<file path="src/rtl/core/dks_pkg.sv">
// DES key schedule package: field widths, permuted choice tables and the
// helper functions used by the front and back modules.
// Depends on nothing.
package dks_pkg;

    localparam int KEY_W      = 64;
    localparam int HALF_W     = 28;
    localparam int CD_W       = 2 * HALF_W;
    localparam int SUBKEY_W   = 48;
    localparam int ROUND_W    = 4;
    localparam int ROUNDS     = 16;
    localparam int QUEUE_DEPTH_DEF = 2;

    localparam logic [ROUND_W-1:0] ROUND_FIRST = ROUND_W'(0);
    localparam logic [ROUND_W-1:0] ROUND_LAST  = ROUND_W'(ROUNDS - 1);

    // Both 28-bit halves of one key after the key permutation
    typedef struct packed {
        logic [HALF_W-1:0] c;
        logic [HALF_W-1:0] d;
    } t_halves;

    // Queue status seen by both neighbours
    typedef struct packed {
        logic full;
        logic empty;
    } t_q_stat;

    // Table entries are 1-based positions, position 1 being the MSB
    localparam logic [6:0] PC1_TAB [CD_W] = '{
        7'd57, 7'd49, 7'd41, 7'd33, 7'd25, 7'd17, 7'd9,
        7'd1,  7'd58, 7'd50, 7'd42, 7'd34, 7'd26, 7'd18,
        7'd10, 7'd2,  7'd59, 7'd51, 7'd43, 7'd35, 7'd27,
        7'd19, 7'd11, 7'd3,  7'd60, 7'd52, 7'd44, 7'd36,
        7'd63, 7'd55, 7'd47, 7'd39, 7'd31, 7'd23, 7'd15,
        7'd7,  7'd62, 7'd54, 7'd46, 7'd38, 7'd30, 7'd22,
        7'd14, 7'd6,  7'd61, 7'd53, 7'd45, 7'd37, 7'd29,
        7'd21, 7'd13, 7'd5,  7'd28, 7'd20, 7'd12, 7'd4
    };

    localparam logic [5:0] PC2_TAB [SUBKEY_W] = '{
        6'd14, 6'd17, 6'd11, 6'd24, 6'd1,  6'd5,
        6'd3,  6'd28, 6'd15, 6'd6,  6'd21, 6'd10,
        6'd23, 6'd19, 6'd12, 6'd4,  6'd26, 6'd8,
        6'd16, 6'd7,  6'd27, 6'd20, 6'd13, 6'd2,
        6'd41, 6'd52, 6'd31, 6'd37, 6'd47, 6'd55,
        6'd30, 6'd40, 6'd51, 6'd45, 6'd33, 6'd48,
        6'd44, 6'd49, 6'd39, 6'd56, 6'd34, 6'd53,
        6'd46, 6'd42, 6'd50, 6'd36, 6'd29, 6'd32
    };

    // Key permutation into C and D: pure wiring, parity bits dropped
    function automatic t_halves pc1(input logic [KEY_W-1:0] key);
        logic [CD_W-1:0] chosen;
        for (int i = 0; i < CD_W; i++) begin
            chosen[CD_W-1-i] = key[KEY_W - int'(PC1_TAB[i])];
        end
        return t_halves'(chosen);
    endfunction

    // Compression permutation over C:D
    function automatic logic [SUBKEY_W-1:0] pc2(input t_halves cd);
        logic [CD_W-1:0]     joined;
        logic [SUBKEY_W-1:0] chosen;
        joined = {cd.c, cd.d};
        for (int i = 0; i < SUBKEY_W; i++) begin
            chosen[SUBKEY_W-1-i] = joined[CD_W - int'(PC2_TAB[i])];
        end
        return chosen;
    endfunction

    // Single-place rotation in the first two rounds, the ninth and the last;
    // double elsewhere
    function automatic logic shift_two(input logic [ROUND_W-1:0] round);
        logic two;
        case (round)
            ROUND_W'(0), ROUND_W'(1), ROUND_W'(8), ROUND_LAST: two = 1'b0;
            default:                                          two = 1'b1;
        endcase
        return two;
    endfunction

    function automatic logic [HALF_W-1:0] rot_half(input logic [HALF_W-1:0] h,
                                                   input logic two);
        return two ? {h[HALF_W-3:0], h[HALF_W-1:HALF_W-2]}
                   : {h[HALF_W-2:0], h[HALF_W-1]};
    endfunction

endpackage

</file>
<file path="src/rtl/core/dks_front.sv">
// Front end: take key beats, apply the key permutation and register the halves
// until the queue has room. Depends on dks_pkg.
module dks_front (
    input  logic                      i_clk,
    input  logic                      i_rst_n,
    input  logic                      i_push,
    input  logic [dks_pkg::KEY_W-1:0] i_key,
    output logic                      o_full,
    input  dks_pkg::t_q_stat          i_q_stat,
    output logic                      o_q_push,
    output dks_pkg::t_halves          o_q_data
);
    import dks_pkg::*;

    logic    r_vld;
    logic    n_vld;
    t_halves r_cd;
    logic    w_take;
    logic    w_pass;

    assign w_pass = r_vld && !i_q_stat.full;
    assign o_full = r_vld && i_q_stat.full;
    assign w_take = i_push && !o_full;

    always_comb begin
        n_vld = r_vld;
        if (w_take) begin
            n_vld = 1'b1;
        end else if (w_pass) begin
            n_vld = 1'b0;
        end
    end

    always_ff @(posedge i_clk) begin
        if (!i_rst_n) begin
            r_vld <= 1'b0;
        end else begin
            r_vld <= n_vld;
        end
    end

    always_ff @(posedge i_clk) begin
        if (w_take) begin
            r_cd <= pc1(i_key);
        end
    end

    assign o_q_push = w_pass;
    assign o_q_data = r_cd;

endmodule

</file>
<file path="src/rtl/core/dks_queue.sv">
// Short queue of key-permuted C and D halves between front and back.
// Depends on dks_pkg.
module dks_queue #(
    parameter int DEPTH = dks_pkg::QUEUE_DEPTH_DEF
) (
    input  logic             i_clk,
    input  logic             i_rst_n,
    input  logic             i_push,
    input  dks_pkg::t_halves i_data,
    input  logic             i_pop,
    output dks_pkg::t_halves o_data,
    output dks_pkg::t_q_stat o_stat
);
    import dks_pkg::*;

    localparam int PTR_W = (DEPTH > 1) ? $clog2(DEPTH) : 1;
    localparam int CNT_W = $clog2(DEPTH + 1);

    t_halves            r_mem [DEPTH];
    logic [PTR_W-1:0]   r_wr_ptr;
    logic [PTR_W-1:0]   r_rd_ptr;
    logic [CNT_W-1:0]   r_count;
    logic               w_wr;
    logic               w_rd;

    assign o_stat.full  = (r_count == CNT_W'(DEPTH));
    assign o_stat.empty = (r_count == '0);
    assign w_wr = i_push && !o_stat.full;
    assign w_rd = i_pop && !o_stat.empty;

    function automatic logic [PTR_W-1:0] bump(input logic [PTR_W-1:0] p);
        return (p == PTR_W'(DEPTH - 1)) ? '0 : p + 1'b1;
    endfunction

    always_ff @(posedge i_clk) begin
        if (!i_rst_n) begin
            r_wr_ptr <= '0;
            r_rd_ptr <= '0;
            r_count  <= '0;
        end else begin
            if (w_wr) begin
                r_wr_ptr <= bump(r_wr_ptr);
            end
            if (w_rd) begin
                r_rd_ptr <= bump(r_rd_ptr);
            end
            if (w_wr && !w_rd) begin
                r_count <= r_count + 1'b1;
            end else if (w_rd && !w_wr) begin
                r_count <= r_count - 1'b1;
            end
        end
    end

    always_ff @(posedge i_clk) begin
        if (w_wr) begin
            r_mem[r_wr_ptr] <= i_data;
        end
    end

    assign o_data = r_mem[r_rd_ptr];

    a_count_range: assert property (@(posedge i_clk) disable iff (!i_rst_n)
        r_count <= CNT_W'(DEPTH))
        else $error("queue count beyond depth");

    a_ptr_gap: assert property (@(posedge i_clk) disable iff (!i_rst_n)
        (r_count == '0 || r_count == CNT_W'(DEPTH)) |-> (r_wr_ptr == r_rd_ptr))
        else $error("queue pointers disagree with count");

    a_count_step: assert property (@(posedge i_clk) disable iff (!i_rst_n)
        (w_wr && !w_rd) |=> (r_count == $past(r_count) + 1'b1))
        else $error("queue count missed a write");

endmodule

</file>
<file path="src/rtl/core/dks_back.sv">
// Back end: round engine that rotates the halves and draws one subkey per
// cycle into the result register while it is not stalled. Depends on dks_pkg.
module dks_back (
    input  logic                         i_clk,
    input  logic                         i_rst_n,
    input  dks_pkg::t_q_stat             i_q_stat,
    input  dks_pkg::t_halves             i_q_data,
    output logic                         o_q_pop,
    input  logic                         i_pop,
    output logic                         o_empty,
    output logic [dks_pkg::SUBKEY_W-1:0] o_subkey,
    output logic [dks_pkg::ROUND_W-1:0]  o_round_number,
    output logic                         o_last
);
    import dks_pkg::*;

    logic                r_busy;
    logic [ROUND_W-1:0]  r_round;
    t_halves             r_cd;
    t_halves             n_cd;
    logic                r_out_vld;
    logic [SUBKEY_W-1:0] r_out_key;
    logic [ROUND_W-1:0]  r_out_round;
    logic                r_out_last;
    logic                w_adv;
    logic                w_end;
    logic                w_load;
    logic                w_two;

    assign w_adv  = r_busy && (!r_out_vld || i_pop);
    assign w_end  = w_adv && (r_round == ROUND_LAST);
    assign w_load = !i_q_stat.empty && (!r_busy || w_end);
    assign w_two  = shift_two(r_round);

    always_comb begin
        n_cd.c = rot_half(r_cd.c, w_two);
        n_cd.d = rot_half(r_cd.d, w_two);
    end

    always_ff @(posedge i_clk) begin
        if (!i_rst_n) begin
            r_busy    <= 1'b0;
            r_round   <= ROUND_FIRST;
            r_out_vld <= 1'b0;
        end else begin
            if (w_load) begin
                r_busy  <= 1'b1;
                r_round <= ROUND_FIRST;
            end else if (w_end) begin
                r_busy  <= 1'b0;
                r_round <= ROUND_FIRST;
            end else if (w_adv) begin
                r_round <= r_round + 1'b1;
            end
            if (w_adv) begin
                r_out_vld <= 1'b1;
            end else if (i_pop) begin
                r_out_vld <= 1'b0;
            end
        end
    end

    always_ff @(posedge i_clk) begin
        if (w_load) begin
            r_cd <= i_q_data;
        end else if (w_adv) begin
            r_cd <= n_cd;
        end
        if (w_adv) begin
            r_out_key   <= pc2(n_cd);
            r_out_round <= r_round;
            r_out_last  <= (r_round == ROUND_LAST);
        end
    end

    assign o_q_pop        = w_load;
    assign o_empty        = !r_out_vld;
    assign o_subkey       = r_out_key;
    assign o_round_number = r_out_round;
    assign o_last         = r_out_last;

    a_idle_round: assert property (@(posedge i_clk) disable iff (!i_rst_n)
        !r_busy |-> (r_round == ROUND_FIRST))
        else $error("round counter left running while idle");

    a_last_tag: assert property (@(posedge i_clk) disable iff (!i_rst_n)
        r_out_vld |-> (r_out_last == (r_out_round == ROUND_LAST)))
        else $error("last flag out of step with round number");

    a_round_order: assert property (@(posedge i_clk) disable iff (!i_rst_n)
        (w_adv && r_round != ROUND_LAST) |=> (r_busy && r_round == $past(r_round) + 1'b1))
        else $error("round skipped or engine dropped a run");

endmodule

</file>
<file path="src/rtl/core/des_key_schedule_unit.sv">
// DES key schedule top level: front (key permutation), halves queue and
// round engine with result register. Depends on dks_pkg and the dks_* modules.
//
//  channel  | direction | handshake           | beat payload
//  ---------+-----------+---------------------+----------------------------------
//  key      | in        | i_push / o_full     | i_key (64 b, leftmost DES bit is MSB)
//  subkey   | out       | o_empty / i_pop     | o_subkey, o_round_number, o_last
//
//  Each key beat yields sixteen subkey beats, one per cycle while i_pop keeps
//  up; the round engine is the limit, so keys are taken at one per sixteen rounds.
//  Keys pass the front register, the queue and the engine on the way to the result.
//  Reset (synchronous, active low) empties front, queue and result register.
//  A stalled result holds the engine; the front and queue keep taking keys
//  until the queue and the front register are full, then o_full rises.
module des_key_schedule_unit #(
    parameter int QUEUE_DEPTH = dks_pkg::QUEUE_DEPTH_DEF
) (
    input  logic                         i_clk,
    input  logic                         i_rst_n,
    input  logic                         i_push,
    input  logic [dks_pkg::KEY_W-1:0]    i_key,
    output logic                         o_full,
    input  logic                         i_pop,
    output logic                         o_empty,
    output logic [dks_pkg::SUBKEY_W-1:0] o_subkey,
    output logic [dks_pkg::ROUND_W-1:0]  o_round_number,
    output logic                         o_last
);
    import dks_pkg::*;

    // Front to queue: one beat of permuted halves
    logic    w_q_push;
    t_halves w_q_wdata;
    // Queue to back
    logic    w_q_pop;
    t_halves w_q_rdata;
    t_q_stat w_q_stat;

    // Take key beats, apply the key permutation, hold until the queue has room
    dks_front u_front (
        .i_clk    (i_clk),
        .i_rst_n  (i_rst_n),
        .i_push   (i_push),
        .i_key    (i_key),
        .o_full   (o_full),
        .i_q_stat (w_q_stat),
        .o_q_push (w_q_push),
        .o_q_data (w_q_wdata)
    );

    // Decouple front from the round engine so each side stalls on its own
    dks_queue #(
        .DEPTH (QUEUE_DEPTH)
    ) u_queue (
        .i_clk   (i_clk),
        .i_rst_n (i_rst_n),
        .i_push  (w_q_push),
        .i_data  (w_q_wdata),
        .i_pop   (w_q_pop),
        .o_data  (w_q_rdata),
        .o_stat  (w_q_stat)
    );

    // Advance sixteen rounds per key; the next key loads on the last round
    dks_back u_back (
        .i_clk          (i_clk),
        .i_rst_n        (i_rst_n),
        .i_q_stat       (w_q_stat),
        .i_q_data       (w_q_rdata),
        .o_q_pop        (w_q_pop),
        .i_pop          (i_pop),
        .o_empty        (o_empty),
        .o_subkey       (o_subkey),
        .o_round_number (o_round_number),
        .o_last         (o_last)
    );

endmodule
</file>
<file path="config.mk">
export PLATFORM = sky130hd
export DESIGN_NAME = des_key_schedule_unit
export DESIGN_NICKNAME = d
export VERILOG_FILES = /design/src/rtl/core/dks_pkg.sv /design/src/rtl/core/dks_front.sv /design/src/rtl/core/dks_queue.sv /design/src/rtl/core/dks_back.sv /design/src/rtl/core/des_key_schedule_unit.sv
export SDC_FILE = /design/constraint.sdc
export NUM_CORES = 1
export LEC_CHECK = 0
export BUFFER_PORTS_ARGS = -buffer_cell sky130_fd_sc_hd__buf_2
export CAP_MARGIN = 20
export CORE_MARGIN = 4
export CORE_UTILIZATION = 40
export CTS_BUF_LIST = sky130_fd_sc_hd__clkbuf_16
export CTS_CLUSTER_DIAMETER = 30
export DETAILED_ROUTE_END_ITERATION = 16
export PLACE_DENSITY_LB_ADDON = 0.3
export SYNTH_ARGS = -nofsm -noshare
export SYNTH_HDL_FRONTEND = slang
export SYNTH_SLANG_ARGS = --single-unit
</file>
<file path="constraint.sdc">
create_clock -name i_clk -period 4.55 [get_ports i_clk]
set_input_delay 0.91 -clock i_clk [delete_from_list [all_inputs] [get_ports i_clk]]
set_output_delay 0.91 -clock i_clk [all_outputs]
set_load 0.02 [all_outputs]
</file>
==> results of run 1 <==
[worst register-to-register path, stage by stage (launching register included)]
cell,delay (ns)
dfxtp_1,0.44
ha_1,0.24
nand2_1,0.08
a22oi_2,0.18
buf_4,0.77
mux2_2,0.46
mux2_2,0.27
[cells in the mapped netlist]
master / number
o21ai_2: 2
clkbuf_1: 3
a22oi_1: 1
nand3_1: 4
nor2b_1: 3
and2_1: 2
a21oi_1: 4
edfxtp_1: 277
xor2_1: 2
inv_1: 6
nand3b_1: 2
buf_1: 3
nor2_1: 5
mux2i_1: 26
xnor2_1: 1
buf_2: 7
nand4_1: 1
a31oi_1: 1
mux2_2: 112
buf_6: 6
a21boi_0: 2
nand2_1: 9
nand2b_1: 4
and3_1: 2
dfxtp_1: 12
buf_4: 1
o221ai_1: 1
o21ai_0: 2
mux2_4: 32
o21a_1: 3
ha_1: 3
[worst max path at each step]
stage / from / to / slack [ns]
after floorplan: i_push / u_front.o_q_data[0]$_DFFE_PP_ / 0.69
after global placement: i_pop / u_back.r_cd[41]$_DFFE_PP_ / 1.73
after detailed placement: i_pop / u_back.o_subkey[2]$_DFFE_PP_ / 1.66
after CTS: u_back.r_round[0]$_SDFFE_PP0P_ / u_back.r_cd[55]$_DFFE_PP_ / 1.84
after global routing: u_back.r_round[0]$_SDFFE_PP0P_ / u_back.r_cd[55]$_DFFE_PP_ / 1.69
final: u_back.r_round[0]$_SDFFE_PP0P_ / u_back.r_cd[46]$_DFFE_PP_ / 1.87
[power breakdown]
part           switching, mW  internal [mW]
Sequential            0.0654           3.11
Combinational          0.210          0.205
Clock                   1.35           2.74
Total                   1.62           6.05
[stage by stage]
stage	hold slack (ns)	instances	power (mW)	cell area, µm²	setup slack, ns
after floorplan	0.421	539	3.51	11000	0.692
after global placement	0.425	1014	3.63	12100	1.73
after detailed placement	0.431	1014	3.65	12100	1.66
after CTS	0.441	1119	7.77	14000	1.84
after global routing	0.452	1119	7.96	14000	1.69
final	0.437	1119	7.67	14000	1.87
[cell families after synthesis]
kind of cell,after synthesis,synth area share
buffers and inverters,26,0.0140
AO/OA/AOI/OAI,16,0.00974
XOR/XNOR,3,0.00238
adder cells (fa/ha/maj),3,0.00340
multiplexers,170,0.181
AND/OR/NAND/NOR,32,0.0147
flip-flops,289,0.775
[metal layers]
| metal | vias up | part of all wire |
|---|---|---|
| li1 | 2461 | - |
| met1 | 2623 | 0.43 |
| met2 | 142 | 0.49 |
| met3 | 45 | 0.053 |
| met4 | 0 | 0.025 |
| met5 | - | 0 |
[layout make-up]
class	instances	area (µm²)
clock buffer	57	1430
sequential	289	8560
tap	372	465
fill	2230	13100
timing repair buffer	123	638
multi-input combinational	224	2370
clock inverter	48	507
inverter	6	22.5
[flip-flops by register name (all words and copies together) (netlist names), named ones only]
signal and cells:
u_back.r_round 4, u_front.o_q_data 56, u_back.o_last 1, u_front.r_vld 1
u_back.r_cd 56, u_queue.r_count 2, u_queue.r_rd_ptr 1, u_back.o_subkey 48
u_back.r_out_vld 1, u_queue.r_wr_ptr 1, u_back.r_busy 1, u_back.o_round_number 4
u_queue.r_mem 112
==> flow_summary.ini, run 1 <==
[status]
outcome = completed

[setup_path]
crit_cells = 6
critPathKind = reg2reg
cp_top_family = buffers and inverters
cp_num_buf_inv = 1
worst_ep_arrival_time_ns = 2.97
r2r_end = u_back.r_cd[46]$_DFFE_PP_
cpMostUsedCell = mux2_2
worstPathRequired_ns = 4.84
crit_fanout = 56
startpoint_type = flip-flop
reg2reg_depth = 6
end_kind = flip-flop
reg2reg_from = u_back.r_round[0]$_SDFFE_PP0P_
cpMaxStageDelayCell = buf_4
path_cells = ha_1 > nand2_1 > a22oi_2 > buf_4 > mux2_2 > mux2_2
critPathMaxStageDelay_ns = 0.77
rrSetupSlack_ns = 1.87

[global_routing]
track_usage = 0.133
antenna_found_initial = 0
gr-usage-met2 = 0.219
grt.overflow.total = 0
grt_pass1_vias = 5896
use_met3 = 0.0339
grt_most_used_layer = met2
grt_start_max_net_pins = 59
grt_pass1_wl_mm = 32.1
met1_usage = 0.172

[sta]
max_freq_mhz = 373
rsz0062_at_grt = false
setup_viol = 0
relSlewSlack = 0.304
setup_tns_ns = 0
worst_slew_pin_slew_ns = 1.04
slew_viol_final = 0
hold_violations = 0
fin_skew_ns = 0.0106
fin_crit_sh = 0.589
period_minus_slack_ns = 2.68

[clock_tree]
htree_levels = 2
clock_sinks = 289
cts.repair.resized = 0
cts_buffers = 57
clockBufferDepth = 3
cts.clk_slew.worst_paths_ns = 0.05
holdBufCountCts = 0
cts_setup_buffers = 0
tritoncts = built
clkLatencyLatePin_ns = 0.54
cts_root_buffer = clkbuf_16

[placed_design]
port_buffers = 114
dp_hpwl_mm = 11.6
gp_congestion = 0.745

[min_path]
holdCritStartpoint = u_front.o_q_data[7]$_DFFE_PP_
worstHoldPathCells = 0
holdPathEnd = u_queue.r_mem[1][7]$_DFFE_PP_
min-delay-path-class = reg2reg

[floorplan]
core-area_um2 = 27100
pin_count = 123
dieArea_um2 = 30300
start_util = 0.408
die_x_um = 174
die_h_um = 174
num_rows = 60

[yosys]
synthDominantCellAreaShare = 0.753
synth_cells = 539
yosys_register_bits = 289
avgSynthCellArea_um2 = 20.5
seq_area_frac_synth = 0.775
yosysWarningCount = 0
syn_nets = 610
syn_area_um2 = 11000
ys_top_cells_by_area = edfxtp_1 (75%), mux2_2 (11%), mux2_4 (4.3%)
yosys.area.top_type = edfxtp_1
synth_cell_type_count = 31

[drt]
drc = 0
wl_mm = 19.8
drtPass1Iterations = 4
ant_nets = 0
wl_per_cell_um = 17.7
routed_via_density = 4.71
vias = 5271
drt-initial-drc-count = 245

[final_layout]
layout_common_cells = edfxtp_1 (277), buf_2 (114), mux2_2 (112)
final_common_cell = edfxtp_1
drive_above_1_share = 0.499
finalNetCount = 772
final_util = 0.516
diodes = 0
syn_to_final_growth_pct = 26.6

[power]
p_leak_nw = 5.19
power_density_nw_per_um2 = 549
irDropWorstVdd_v = 0.000355

[flow_run]
drv_cap = 0
(Power assumes the default switching activity.)
==> run 2, diff against run 1 <==
ABC_AREA = 1   (was default)
clock period = 2.6 ns   (was 4.55 ns; I/O delays follow)
==> flow_summary.ini, run 2 <==
[setup_path]
reg2reg_from = u_back.r_round[1]$_SDFFE_PP0P_
startpoint_type = flip-flop
rrSetupSlack_ns = 0.56
worstPathRequired_ns = 2.99
path_cells = inv_1 > ha_1 > inv_1 > nor2_1 > o21bai_1 > nand2_2 > inv_2 > buf_4 > nand2_1 > nand2_1 > nand2_1 > o21ai_0
reg2reg_depth = 12
worst_ep_arrival_time_ns = 2.43
r2r_end = u_back.r_cd[55]$_DFFE_PP_
cpMostUsedCell = nand2_1
cpMaxStageDelayCell = dfxtp_1
crit_fanout = 28
critPathKind = reg2reg
critPathMaxStageDelay_ns = 0.40
startpoint = u_back.r_round[1]$_SDFFE_PP0P_
end_kind = flip-flop

[sta]
setup_viol = 0
slew_viol_final = 0
fin_ws_ns = 0.559
relSlewSlack = 0.627
rsz0062_at_grt = false
worst_slew_pin_slew_ns = 0.559
fin_crit_sh = 0.785
holdWs_ns = 0.138
period_minus_slack_ns = 2.04
setup_tns_ns = 0
hold_violations = 0
max_freq_mhz = 490
fin_skew_ns = 0.0131

[final_layout]
final_common_cell = edfxtp_1
top_register = u_queue.r_mem
largest_reg_flops = 112
fillers = 2221
drive_above_1_share = 0.251
syn_to_final_growth_pct = 27.5
diodes = 0
finalNetCount = 966
layout_common_cells = edfxtp_1 (277), nand2_1 (246), buf_2 (114)

[clock_tree]
cts.clk_slew.worst_paths_ns = 0.05
tritoncts = built
holdBufCountCts = 0
cts_root_buffer = clkbuf_16
cts_buffers = 57
clock_sinks = 289
clkLatencyLatePin_ns = 0.55
cts_setup_buffers = 0
htree_levels = 2
cts.repair.resized = 0
clockBufferDepth = 3

[placed_design]
dp_hpwl_mm = 12.1
gp_congestion = 0.749
port_buffers = 114
dp_slack_ns = 0.551

[drt]
wl_per_cell_um = 15.4
wl_mm = 19.8
drc = 0
drtPass1Iterations = 7
drt-initial-drc-count = 413
ant_nets = 0
vias = 5967
routed_via_density = 4.67

[power]
irDropWorstVdd_v = 0.000610
pwr-share-comb = 0.225
internal_power_mw = 12.9
p_seq_frac = 0.400
pwr-share-clk = 0.375
power_density_nw_per_um2 = 1350
switching_power_mw = 5.73
p_leak_nw = 5.34
p_sw_frac = 0.307

[status]
outcome = completed

[floorplan]
start_util = 0.410
die_h_um = 172
pin_count = 123
dieArea_um2 = 29700
num_rows = 59
die_x_um = 172
core-area_um2 = 26300

[yosys]
yosys_register_bits = 289
seq_area_frac_synth = 0.794
yosysWarningCount = 0
synth_compound_area_frac = 0.0333
synth_flop_cell = edfxtp_1
synth-adder-area-share = 0.00348
syn_nets = 807
yosys.area_share.simple = 0.0971
synth_edf_count = 277
yosysMostFrequentCell = edfxtp_1
synth_cells = 736
synth_xor_area_frac = 0.00244
postSynth.asyncResetShare = 0
synth_cell_type_count = 25
synth_top_family_by_area = simple AND/OR/NAND/NOR gates
avgSynthCellArea_um2 = 14.7
yosys.area.top_type = edfxtp_1
ys_top_cells_by_area = edfxtp_1 (77%), nand2_1 (8.6%), mux2i_1 (4.5%)
muxShareOfSynthArea = 0.0445
ys_top_cells_by_count = edfxtp_1 (277), nand2_1 (248), mux2i_1 (48)
syn_area_um2 = 10800
synthDominantCellAreaShare = 0.771

[min_path]
min-delay-path-class = in2reg
worstHoldPathCells = 1
holdPathEnd = u_front.o_q_data[45]$_DFFE_PP_
holdCritStartpoint = i_key[22]

[global_routing]
antenna_found_initial = 0
grt_start_max_net_pins = 57
track_usage = 0.135
grt_pass1_vias = 6042
grt.overflow.total = 0
grt_pass1_wl_mm = 31.4

[flow_run]
drv_cap = 0
run 2: cell count changes after synthesis, moves of 11 or more:
| cell | delta |
|---|---|
| o21ai_0 | +40 |
| mux2_2 | -112 |
| inv_1 | +11 |
| nand2_1 | +239 |
| mux2i_1 | +22 |
| mux2_4 | -32 |
| nor2_1 | +15 |
run 2: power groups by stage:
stage | Sequential, mW | Clock, mW | Combinational [mW]
6_report | 7.44 | 6.99 | 4.20
2_1_floorplan | 7.75 | 0 | 2.67
3_5_place_dp | 7.53 | 0 | 4.29
4_1_cts | 7.46 | 7.13 | 4.31
3_3_place_gp | 7.49 | 0 | 4.23
5_1_grt | 7.56 | 7.41 | 4.77
run 2: how the worst max path moves through the flow:
stage / endpoint / cells after the start
after floorplan: u_queue.r_mem[1][0]$_DFFE_PP_ / 4
after global placement: u_back.r_cd[55]$_DFFE_PP_ / 12
after detailed placement: u_back.r_cd[55]$_DFFE_PP_ / 12
after CTS: u_back.r_cd[55]$_DFFE_PP_ / 12
after global routing: u_back.r_cd[20]$_DFFE_PP_ / 12
final: u_back.r_cd[55]$_DFFE_PP_ / 12
run 2: kinds of logic (layout without fill, tap and decap cells):
kind of cell,count (synthesis),in the layout
and+or+nand+nor,275,275
AOI/OAI and AO/OA,68,68
muxes,48,48
DFF,289,289
buffers and inverters,50,258
adders and majority gates,3,3
xor gates and xnor gates,3,3
run 2: routing by layer:
layer  GRT usage  vias up  share of wire
met1       0.178     2779           0.44
li1            -     2975              -
met3      0.0343       33          0.064
met4      0.0475        0          0.020
met2       0.220      180           0.48
met5           0        -              0
run 2: metrics by stage:
stage	cells	utilization	total power, mW	area [µm²]
2_1_floorplan	736	-	10.4	10800
3_3_place_gp	1171	0.450	11.7	11800
3_5_place_dp	1171	0.450	11.8	11800
4_1_cts	1279	0.523	18.9	13800
5_1_grt	1279	0.523	19.7	13800
6_report	1279	0.523	18.6	13800
run 2: critical path: cells and delay by family (launching register included):
family	cells	cell delay, ns
flops	1	0.40
fa+ha+maj	1	0.19
simple gates	5	0.51
compound gates	2	0.23
buf+inv	4	0.53
run 2: layout make-up:
cell class / count / area [µm²] / area share
Inverter: 19 / 71.3 / 0.00518
Tap cell: 335 / 419 / 0.0305
Sequential cell: 289 / 8560 / 0.622
Multi-Input combinational cell: 397 / 1980 / 0.144
Clock inverter: 48 / 415 / 0.0302
Timing Repair Buffer: 131 / 811 / 0.0589
Clock buffer: 60 / 1500 / 0.109
==> run 3, diff against run 2 <==
clock period = 1.7 ns   (was 2.6 ns; I/O delays follow)
==> flow_summary.ini, run 3 (synthesized netlist as in run 2, its figures left out) <==
[power]
p_sw_frac = 0.307
p_leak_nw = 6.02
power_density_nw_per_um2 = 2070
pwr-share-comb = 0.289
p_seq_frac = 0.357
irDropWorstVdd_v = 0.000948
power.total_mw = 32.2
pwr-share-clk = 0.354
internal_power_mw = 22.3
switching_power_mw = 9.89

[setup_path]
worstPathRequired_ns = 1.99
crit_fanout = 28
startpoint_type = flip-flop
worst_ep_arrival_time_ns = 2.05
end_kind = flip-flop
critPathKind = reg2reg

[clock_tree]
tritoncts = built
cts_root_buffer = clkbuf_16
cts_buffers = 56
htree_levels = 2
clkLatencyLatePin_ns = 0.55
cts.clk_slew.worst_paths_ns = 0.05
clock_sinks = 289
clockBufferDepth = 3

[sta]
fin_crit_sh = 1.03
slew_viol_final = 0
holdWs_ns = 0.0693
hold_violations = 0
relSlewSlack = 0.731
worst_slew_pin_slew_ns = 0.402
fin_ws_ns = -0.0559
rsz0062_at_grt = true
max_freq_mhz = 570
period_minus_slack_ns = 1.76
setup_viol = 113
fin_skew_ns = 0.0176

[final_layout]
top_register = u_queue.r_mem
fillers = 2035
drive_above_1_share = 0.383
diodes = 0
largest_reg_flops = 112
final_common_cell = edfxtp_1
layout_common_cells = edfxtp_1 (277), nand2_1 (156), buf_2 (113)
finalNetCount = 1070
fin_cells = 1377
final_util = 0.591
seq_area_um2 = 8570
syn_to_final_growth_pct = 44.1
multiInputGateArea_um2 = 2370

[flow_run]
drv_cap = 0

[global_routing]
grt_start_max_net_pins = 45
track_usage = 0.150
grt_pass1_vias = 6472
antenna_found_initial = 0
grt_pass1_wl_mm = 34.3
grt.overflow.total = 0

[floorplan]
pin_count = 123
die_h_um = 172
die_x_um = 172
num_rows = 59
core-area_um2 = 26300
start_util = 0.410
dieArea_um2 = 29700

[placed_design]
dp_cells = 1199
port_buffers = 114
dp_slack_ns = -0.145
gp_congestion = 0.752
dp_hpwl_mm = 12.3

[status]
violations = negative setup slack
outcome = finished, violations left

[drt]
drtPass1Iterations = 5
drt-initial-drc-count = 413
wl_mm = 23.3
routed_via_density = 4.75
ant_nets = 0
wl_per_cell_um = 16.9
drc = 0
vias = 6544

[min_path]
min-delay-path-class = in2reg
[run 3: cell types whose count changed in the layout (fill, tap and decap cells not counted), moves of 8 or more]
cell,delta
nand2_1,-90
nand2_2,+80
dlygate4sd3_1,+56
buf_4,+26
o21ai_0,-26
o21ai_1,+25
inv_1,-13
buf_12,+12
bufinv_16,+8
nand2_4,+8
[run 3: layer usage]
layer | share of wire | vias to the layer above | routed length, µm | global-route usage
met5 | 0 | - | 0 | 0
met4 | 0.020 | 0 | 472 | 0.0492
met3 | 0.049 | 39 | 1150 | 0.0352
met2 | 0.49 | 160 | 11300 | 0.245
met1 | 0.44 | 3167 | 10300 | 0.200
li1 | - | 3178 | - | -
[run 3: path summary, 6_finish.rpt]
check,from,endpoint,slack (ns),cells past startpoint
max reg2reg,u_back.r_round[1]$_SDFFE_PP0P_,u_back.r_cd[55]$_DFFE_PP_,-0.06,10
min,i_rst_n,u_queue.r_count[0]$_SDFFE_PN0P_,0.07,3
max,u_back.r_round[1]$_SDFFE_PP0P_,u_back.r_cd[55]$_DFFE_PP_,-0.06,10
min reg2reg,u_front.o_q_data[37]$_DFFE_PP_,u_queue.r_mem[1][37]$_DFFE_PP_,0.43,0
[run 3: worst max-delay path, cell delays in order, from the launching register on]
cell and delay, ns:
dfxtp_4 0.38, inv_4 0.04, buf_4 0.13, ha_4 0.15
o21bai_4 0.16, nand2_8 0.14, buf_12 0.19, nand2_1 0.08
nand2_2 0.08, nand2_1 0.08, o21ai_0 0.07
[run 3: repair_timing]
action / in CTS / in global routing
pin swaps: 2 / 15
endpoints found under the setup margin: 141 / 148
hold buffers: 56 / 0
endpoints found under the hold margin: 56 / 0
gates cloned: 4 / 8
gates resized for setup: 58 / 105
buffers inserted: 4 / 8
[run 3: per-stage QoR]
step           area, µm²  setup TNS [ns]
2_1_floorplan      10800          -81.63
3_3_place_gp       12200           -3.16
3_5_place_dp       12200           -7.96
4_1_cts            15100          -0.788
5_1_grt            15500          -14.40
6_report           15500           -2.21
[run 3: power groups by stage]
stage               registers [mW]  clock network, mW  logic, mW
detailed placement            11.5                  0       7.58
finish                        11.5               11.4       9.30
global placement              11.4                  0       7.39
CTS                           11.4               11.6       8.34
floorplan                     11.8                  0       4.13
global route                  11.7               12.0       10.2
[run 3: cell type report]
class | instances | share of cell area
clock buffer | 56 | 0.0902
clock inverter | 45 | 0.0382
inverter | 19 | 0.00636
multi-input combinational | 397 | 0.153
sequential | 289 | 0.552
tap | 335 | 0.0270
timing repair buffer | 236 | 0.134
